**src/rtl/core/kmp_pkg.sv**
```systemverilog
package kmp_pkg;

    localparam int MAX_PATTERN = 8;
    localparam int MAX_TEXT    = 65536;

    localparam int BYTE_W  = 8;
    localparam int PAT_W   = BYTE_W * MAX_PATTERN;
    localparam int LEN_W   = 4;
    localparam int IDX_W   = (MAX_PATTERN > 1) ? $clog2(MAX_PATTERN) : 1;
    localparam int POS_W   = 16;
    localparam int CFG_IDX_W = 4;

    localparam logic [CFG_IDX_W-1:0] CFG_PATTERN_BYTES  = CFG_IDX_W'(0);
    localparam logic [CFG_IDX_W-1:0] CFG_PATTERN_LENGTH = CFG_IDX_W'(1);

    localparam logic [POS_W-1:0] POS_LAST = POS_W'(MAX_TEXT - 1);

    typedef enum logic [2:0] {
        ST_INIT,
        ST_BUILD,
        ST_BUILD_FALL,
        ST_IDLE,
        ST_SEARCH,
        ST_SEARCH_FALL
    } state_t;

    // Clamp the programmed length into 1..MAX_PATTERN.
    function automatic logic [LEN_W-1:0] eff_length(input logic [LEN_W-1:0] len);
        logic [LEN_W-1:0] n;
        n = len;
        if (n == LEN_W'(0))
            n = LEN_W'(1);
        if (n > LEN_W'(MAX_PATTERN))
            n = LEN_W'(MAX_PATTERN);
        return n;
    endfunction

endpackage

```
**src/rtl/core/kmp_substring_search_core.sv**
```systemverilog
// Channel   | Handshake                  | Payload
// text      | text_valid / text_stall    | text_byte, text_last
// result    | result_valid / result_stall| match_found, match_start, position_overflow
// config    | cfg_valid / cfg_ready      | cfg_index, cfg_data
//
// A text byte that matches directly passes through the compare state once; each
// fallback step, one read of the failure-table memory, adds a pass through the
// fallback state and back. After reset and after every config write the table is
// rebuilt (one compare or memory read per cycle); text is stalled meanwhile.
// A stalled result holds the finished byte; the next byte is still accepted
// and waits in the compare state until the result register frees up.
module kmp_substring_search_core (
    input  logic                                   clk,
    input  logic                                   rst_n,
    input  logic                                   text_valid,
    output logic                                   text_stall,
    input  logic [kmp_pkg::BYTE_W-1:0]             text_byte,
    input  logic                                   text_last,
    output logic                                   result_valid,
    input  logic                                   result_stall,
    output logic                                   match_found,
    output logic [kmp_pkg::POS_W-1:0]              match_start,
    output logic                                   position_overflow,
    input  logic                                   cfg_valid,
    output logic                                   cfg_ready,
    input  logic [kmp_pkg::CFG_IDX_W-1:0]          cfg_index,
    input  logic [kmp_pkg::PAT_W-1:0]              cfg_data
);

    localparam int BYTE_W = kmp_pkg::BYTE_W;
    localparam int LEN_W  = kmp_pkg::LEN_W;
    localparam int IDX_W  = kmp_pkg::IDX_W;
    localparam int POS_W  = kmp_pkg::POS_W;

    kmp_pkg::state_t state_reg, state_next;

    logic [kmp_pkg::PAT_W-1:0] pattern_reg, pattern_next;
    logic [LEN_W-1:0]          length_reg, length_next;

    logic [LEN_W-1:0] matched_reg, matched_next;
    logic [POS_W-1:0] pos_reg, pos_next;
    logic             found_reg, found_next;
    logic [POS_W-1:0] offset_reg, offset_next;
    logic             ovf_reg, ovf_next;

    logic [BYTE_W-1:0] char_reg, char_next;
    logic              last_reg, last_next;
    logic [LEN_W-1:0]  j_reg, j_next;
    logic [IDX_W-1:0]  i_reg, i_next;
    logic [IDX_W-1:0]  k_reg, k_next;

    logic             rv_reg, rv_next;
    logic             rfound_reg, rfound_next;
    logic [POS_W-1:0] rstart_reg, rstart_next;
    logic             rovf_reg, rovf_next;

    // failure table memory
    logic [LEN_W-1:0] ft_mem [kmp_pkg::MAX_PATTERN];
    logic [LEN_W-1:0] ft_rdata_reg;
    logic             ft_we;
    logic [IDX_W-1:0] ft_waddr;
    logic [LEN_W-1:0] ft_wdata;
    logic [IDX_W-1:0] ft_raddr;

    logic [LEN_W-1:0]  n_len;
    logic [IDX_W-1:0]  j_idx;
    logic [BYTE_W-1:0] pat_j, pat_i, pat_k;
    logic              hit, busy_done, search_fall, build_fall, build_hit;
    logic [LEN_W-1:0]  j_adv;
    logic [IDX_W-1:0]  k_adv;
    logic              new_found;
    logic              text_accept, cfg_accept, out_free;

    assign n_len       = kmp_pkg::eff_length(length_reg);
    assign j_idx       = j_reg[IDX_W-1:0];
    assign pat_j       = pattern_reg[j_idx * BYTE_W +: BYTE_W];
    assign pat_i       = pattern_reg[i_reg * BYTE_W +: BYTE_W];
    assign pat_k       = pattern_reg[k_reg * BYTE_W +: BYTE_W];
    assign hit         = (char_reg == pat_j);
    assign busy_done   = found_reg || ovf_reg;
    assign search_fall = !busy_done && (j_reg != LEN_W'(0)) && !hit;
    assign build_hit   = (pat_i == pat_k);
    assign build_fall  = (k_reg != IDX_W'(0)) && !build_hit;
    assign j_adv       = j_reg + LEN_W'(hit);
    assign k_adv       = k_reg + IDX_W'(build_hit);
    assign new_found   = !busy_done && (j_adv >= n_len);
    assign out_free    = !rv_reg || !result_stall;

    assign cfg_ready   = (state_reg == kmp_pkg::ST_IDLE);
    assign text_stall  = (state_reg != kmp_pkg::ST_IDLE) || cfg_valid;
    assign cfg_accept  = cfg_valid && cfg_ready;
    assign text_accept = text_valid && !text_stall;

    assign result_valid      = rv_reg;
    assign match_found       = rfound_reg;
    assign match_start       = rstart_reg;
    assign position_overflow = rovf_reg;

    // next state
    always_comb
    begin
        state_next = state_reg;
        unique case (state_reg)
            kmp_pkg::ST_INIT:
            begin
                if (n_len > LEN_W'(2))
                    state_next = kmp_pkg::ST_BUILD;
                else
                    state_next = kmp_pkg::ST_IDLE;
            end
            kmp_pkg::ST_BUILD:
            begin
                if (build_fall)
                    state_next = kmp_pkg::ST_BUILD_FALL;
                else if ((LEN_W'(i_reg) + LEN_W'(2)) >= n_len)
                    state_next = kmp_pkg::ST_IDLE;
            end
            kmp_pkg::ST_BUILD_FALL:
                state_next = kmp_pkg::ST_BUILD;
            kmp_pkg::ST_IDLE:
            begin
                if (cfg_accept)
                    state_next = kmp_pkg::ST_INIT;
                else if (text_accept)
                    state_next = kmp_pkg::ST_SEARCH;
            end
            kmp_pkg::ST_SEARCH:
            begin
                if (search_fall)
                    state_next = kmp_pkg::ST_SEARCH_FALL;
                else if (out_free)
                    state_next = kmp_pkg::ST_IDLE;
            end
            kmp_pkg::ST_SEARCH_FALL:
                state_next = kmp_pkg::ST_SEARCH;
            default:
                state_next = kmp_pkg::ST_INIT;
        endcase
    end

    // datapath and memory controls
    always_comb
    begin
        pattern_next = pattern_reg;
        length_next  = length_reg;
        matched_next = matched_reg;
        pos_next     = pos_reg;
        found_next   = found_reg;
        offset_next  = offset_reg;
        ovf_next     = ovf_reg;
        char_next    = char_reg;
        last_next    = last_reg;
        j_next       = j_reg;
        i_next       = i_reg;
        k_next       = k_reg;
        rv_next      = rv_reg && result_stall;
        rfound_next  = rfound_reg;
        rstart_next  = rstart_reg;
        rovf_next    = rovf_reg;
        ft_we        = 1'b0;
        ft_waddr     = IDX_W'(1);
        ft_wdata     = LEN_W'(0);
        ft_raddr     = j_idx;

        unique case (state_reg)
            kmp_pkg::ST_INIT:
            begin
                // entry 1 is always zero; entries from 2 up come from the build loop
                ft_we    = 1'b1;
                ft_waddr = IDX_W'(1);
                ft_wdata = LEN_W'(0);
                i_next   = IDX_W'(1);
                k_next   = IDX_W'(0);
            end
            kmp_pkg::ST_BUILD:
            begin
                ft_raddr = k_reg;
                if (!build_fall)
                begin
                    ft_we    = 1'b1;
                    ft_waddr = i_reg + IDX_W'(1);
                    ft_wdata = LEN_W'(k_adv);
                    k_next   = k_adv;
                    i_next   = i_reg + IDX_W'(1);
                end
            end
            kmp_pkg::ST_BUILD_FALL:
                k_next = ft_rdata_reg[IDX_W-1:0];
            kmp_pkg::ST_IDLE:
            begin
                if (cfg_accept)
                begin
                    if (cfg_index == kmp_pkg::CFG_PATTERN_BYTES)
                        pattern_next = cfg_data;
                    else if (cfg_index == kmp_pkg::CFG_PATTERN_LENGTH)
                        length_next = cfg_data[LEN_W-1:0];
                    if (cfg_index == kmp_pkg::CFG_PATTERN_BYTES ||
                        cfg_index == kmp_pkg::CFG_PATTERN_LENGTH)
                    begin
                        matched_next = LEN_W'(0);
                        pos_next     = POS_W'(0);
                        found_next   = 1'b0;
                        offset_next  = POS_W'(0);
                        ovf_next     = 1'b0;
                    end
                end
                else if (text_accept)
                begin
                    char_next = text_byte;
                    last_next = text_last;
                    j_next    = (matched_reg >= n_len) ? LEN_W'(0) : matched_reg;
                end
            end
            kmp_pkg::ST_SEARCH:
            begin
                ft_raddr = j_idx;
                if (!search_fall && out_free)
                begin
                    if (!busy_done)
                    begin
                        if (new_found)
                        begin
                            found_next   = 1'b1;
                            offset_next  = pos_reg + POS_W'(1) - POS_W'(n_len);
                            matched_next = LEN_W'(0);
                        end
                        else
                            matched_next = j_adv;
                        if (pos_reg == kmp_pkg::POS_LAST)
                            ovf_next = !new_found;
                        else
                            pos_next = pos_reg + POS_W'(1);
                    end
                    rv_next     = 1'b1;
                    rfound_next = found_next;
                    rstart_next = found_next ? offset_next : POS_W'(0);
                    rovf_next   = ovf_next;
                    // last byte of the text: report, then restart the search
                    if (last_reg)
                    begin
                        matched_next = LEN_W'(0);
                        pos_next     = POS_W'(0);
                        found_next   = 1'b0;
                        offset_next  = POS_W'(0);
                        ovf_next     = 1'b0;
                    end
                end
            end
            kmp_pkg::ST_SEARCH_FALL:
                j_next = ft_rdata_reg;
            default:
            begin
                ft_we = 1'b0;
            end
        endcase
    end

    always_ff @(posedge clk)
    begin
        if (ft_we)
            ft_mem[ft_waddr] <= ft_wdata;
        ft_rdata_reg <= ft_mem[ft_raddr];
    end

    always_ff @(posedge clk or negedge rst_n)
    begin
        if (!rst_n)
        begin
            state_reg   <= kmp_pkg::ST_INIT;
            pattern_reg <= '0;
            length_reg  <= LEN_W'(1);
            matched_reg <= '0;
            pos_reg     <= '0;
            found_reg   <= 1'b0;
            offset_reg  <= '0;
            ovf_reg     <= 1'b0;
            rv_reg      <= 1'b0;
        end
        else
        begin
            state_reg   <= state_next;
            pattern_reg <= pattern_next;
            length_reg  <= length_next;
            matched_reg <= matched_next;
            pos_reg     <= pos_next;
            found_reg   <= found_next;
            offset_reg  <= offset_next;
            ovf_reg     <= ovf_next;
            rv_reg      <= rv_next;
        end
    end

    always_ff @(posedge clk)
    begin
        char_reg   <= char_next;
        last_reg   <= last_next;
        j_reg      <= j_next;
        i_reg      <= i_next;
        k_reg      <= k_next;
        rfound_reg <= rfound_next;
        rstart_reg <= rstart_next;
        rovf_reg   <= rovf_next;
    end

endmodule

```
**config.mk**
```make
export PLATFORM = sky130hd
export DESIGN_NAME = kmp_substring_search_core
export DESIGN_NICKNAME = d
export VERILOG_FILES = /design/src/rtl/core/kmp_pkg.sv /design/src/rtl/core/kmp_substring_search_core.sv
export SDC_FILE = /design/constraint.sdc
export NUM_CORES = 1
export LEC_CHECK = 0
export ABC_AREA = 1
export BUFFER_PORTS_ARGS = -buffer_cell sky130_fd_sc_hd__buf_2
export CORE_MARGIN = 2
export CORE_UTILIZATION = 45
export CTS_BUF_LIST = sky130_fd_sc_hd__clkbuf_16
export CTS_CLUSTER_DIAMETER = 200
export DETAILED_ROUTE_END_ITERATION = 10
export GPL_TIMING_DRIVEN = 0
export HOLD_SLACK_MARGIN = 0.08
export PLACE_DENSITY = 0.59
export SKIP_CTS_REPAIR_TIMING = 1
export SYNTH_ARGS = -nofsm -noshare
export SYNTH_HDL_FRONTEND = slang
export SYNTH_SLANG_ARGS = --single-unit
```
**constraint.sdc**
```tcl
create_clock -name clk -period 4.2 [get_ports clk]
set_input_delay 0.84 -clock clk [delete_from_list [all_inputs] [get_ports clk]]
set_output_delay 0.84 -clock clk [all_outputs]
set_load 0.005 [all_outputs]
```
==> flow_summary_export.csv <==
group,metric,value,unit
outcome,outcome,"finished, final reports clean",
job,max-cap-violations,0,
finish,drive_gt1_frac,0.147,
clock_tree,clk_latency,0.44,ns
route,avgViaCountPerCell,5.33,
die,core-area,23400,um^2
global_routing,grt_util_all_layers,0.289,
die,dieArea,25100,um^2
clock_tree,root_buffer,"clkbuf_16",
critical_path,crit_path_start_kind,"flop",
critical_path,r2r_slack,0.18,ns
route,post_drt_wl_per_cell,18.2,um
timing,fin_skew,0.0140,ns
hold_path,hp-class,"input port to asynchronous set/reset pin",
timing,fin_crit,4.02,ns
placement,place_congestion,0.975,
clock_tree,cts_buffer_depth,2,
yosys,synthAdderAreaFrac,0.0299,
power,p_leak,0.00612,uW
finish,antenna_cells,0,
critical_path,arrival,4.21,ns
yosys,synth_top_family_by_area,"simple AND/OR/NAND/NOR gates",
finish,final_util,0.527,
yosys,synth_seq_cells,174,
finish,multi_input_area,5100,um^2
yosys,synth.yosys.warnings,0,
critical_path,critPathMaxStageDelay,0.42,ns
route,drtIter0Drc,885,
critical_path,path_cells,"buf_6, buf_4, o211ai_1, nand3_1, nand2_1, nand2_1, nand2_1, nand2_1, nor2_1, nand2_2, inv_1, ha_1, ha_1, ha_1, inv_1, nor2_1, o211ai_1, nand3_1, nand2_4, inv_1, clkbuf_2, o22ai_1, nor2_1",
finish,nFillCells,2383,
yosys,synth-edff-count,61,
critical_path,worstSetupEndpointType,"flop",
die,design.portCount,103,
route,drt-total-wl,35100,um
critical_path,crit_start,"j_reg[0]",
finish,register_area,4650,um^2
finish,largest_register_ffs,64,
route,drc,0,
timing,hold_slack,0.338,ns
die,die_h,158,um
yosys,synthCells,1472,
critical_path,worst-path-max-fanout,10,
clock_tree,clock_sinks,174,
die,initial_core_util,0.458,
route,detail_route.first_pass.iterations,5,
clock_tree,path_clk_slew,0.08,ns
finish,nets,1704,
yosys,synthArstFlopShare,0.632,
route,vias,10300,
yosys,synth_xor_area_frac,0.0106,
power,total_power,8690,uW
critical_path,criticalPathCategory,"flop to flop",
timing,finalHoldViolations,0,
critical_path,slowest_stage,"edfxtp_1",
critical_path,ff2ff_path_depth,23,
die,die_x,158,um
yosys,synth_compound_area_frac,0.0888,
placement,portBuffers,102,
placement,dp_hpwl,26400,um
global_routing,antenna_found_initial,0,
yosys,syn-mean-instance-area,7.28,um^2
yosys,synth_seq_area_share,0.433,
critical_path,endpoint,"match_start[8]",
global_routing,grt_max_degree,57,
clock_tree,numCtsBuffers,17,
die,rows,56,
power,irDropWorstVdd,0.351,mV
finish,area_delta_synth_final,15.0,%
yosys,ys.flop_type,"dfrtp_1",
global_routing,grt_pass1_vias,9809,
critical_path,crit_top_cell,"nand2_1",
timing,final.setup.tns,0,ns
global_routing,grt_pass1_wl,54200,um
clock_tree,cts_tree,"built",
timing,worst_slew_pin_slew,0.967,ns
yosys,synth_area,10700,um^2
critical_path,r2r_end,"match_start[8]",
timing,setup_viol,0,
timing,slew_viol_final,0,
timing,fmax,249,MHz
clock_tree,htree_levels,4,
power,powerDensity,705,nW/um^2
yosys,synthSimpleGateAreaFrac,0.344,
critical_path,r2r-start,"j_reg[0]",
yosys,synth_nets,1579,
yosys,synth.distinct_cells,45,
timing,max_slew_margin,0.353,
yosys,synth_mux_area_frac,0.00105,
global_routing,gr-total-overflow,0,
timing,fin_ws,0.183,ns
critical_path,cp_data_required_time,4.39,ns
timing,timing.final.crit_share,0.957,
placement,place_ws,-0.203,ns
route,antenna_left,0,
worst max-delay path: cells and delay by family, from the launching register on:
kind	cells	cell delay [ns]
AND/OR/NAND/NOR	11	1.07
buffers and inverters	6	0.80
AO/OA/AOI/OAI	3	0.80
adder cells (fa/ha/maj)	3	0.71
flip-flops	1	0.42
final cells by class:
cell class / instances / share of cell area
tap: 319 / 0.0324
timing repair buffer: 106 / 0.0466
clock buffer: 17 / 0.0345
multi-input combinational: 1076 / 0.414
inverter: 152 / 0.0469
sequential: 174 / 0.377
buffer: 70 / 0.0343
clock inverter: 15 / 0.0140
cells in the mapped netlist (2+ instances only):
cell type,instances,area [um^2]
nor2_1,172,646
nand2_1,464,1740
o21ai_2,6,52.6
o21ai_1,15,75.1
buf_4,17,128
inv_4,3,18.8
nand3b_1,4,30.0
o21bai_1,7,52.6
dfrtp_1,109,2730
a31oi_1,4,25.0
nor2_2,4,25.0
o211ai_1,9,67.6
xor2_1,8,70.1
buf_2,20,100
inv_1,143,537
a21oi_1,68,340
edfxtp_1,61,1830
buf_6,8,90.1
xnor2_1,5,43.8
dfxtp_1,3,60.1
nand2_2,9,56.3
nor3_1,4,20.0
nand3_1,167,836
o21ai_0,50,250
ha_1,24,300
clkbuf_2,2,10.0
or2_2,5,31.3
clkbuf_1,22,82.6
a21boi_0,2,15.0
inv_2,6,22.5
o22ai_1,10,62.6
nand4_1,27,169
nand4_4,2,42.5
per-layer routing:
layer | GRT usage | vias to the layer above | wire length, um
li1 | - | 5024 | -
met1 | 0.413 | 4756 | 16200
met2 | 0.426 | 416 | 14700
met3 | 0.0544 | 86 | 2660
met4 | 0.135 | 0 | 1480
met5 | 0 | - | 0
power by group:
group	internal (uW)	total [uW]	switching, uW
clock network	804	1630	825
registers	2250	2500	247
logic	1480	4560	3080
placed cells by master, fill, tap and decap left out, types with 24 or more instances in the layout:
master,n
a21oi_1,68
buf_2,120
dfrtp_1,109
edfxtp_1,61
ha_1,24
inv_1,142
nand2_1,463
nand3_1,167
nand4_1,27
nor2_1,171
o21ai_0,45
cells by family (layout without fill, tap and decap cells):
| family | Yosys count | after routing |
|---|---|---|
| XOR/XNOR | 13 | 13 |
| AND/OR/NAND/NOR | 865 | 865 |
| multiplexers | 1 | 1 |
| flip-flops | 174 | 174 |
| adder cells (fa/ha/maj) | 25 | 25 |
| buffers and inverters | 222 | 360 |
| AO/OA/AOI/OAI | 172 | 172 |
worst min path at each step:
stage,slack (ns),end,from,depth (start not counted)
2_1_floorplan,0.45,offset_reg[13],offset_reg[13],2
3_3_place_gp,0.46,offset_reg[6],offset_reg[6],2
3_5_place_dp,0.47,offset_reg[13],offset_reg[13],2
4_1_cts,0.37,pattern_reg[61],rst_n,1
5_1_grt,0.39,pattern_reg[5],rst_n,1
6_report,0.34,pattern_reg[61],rst_n,1
through the flow:
stage                     cell area (um^2)  std cells
final                                12300       1929
after global routing                 12300       1929
after CTS                            12300       1927
after detailed placement             11700       1895
after global placement               11600       1893
after floorplan                      10700       1472
Power figures use the tool's default switching activity.
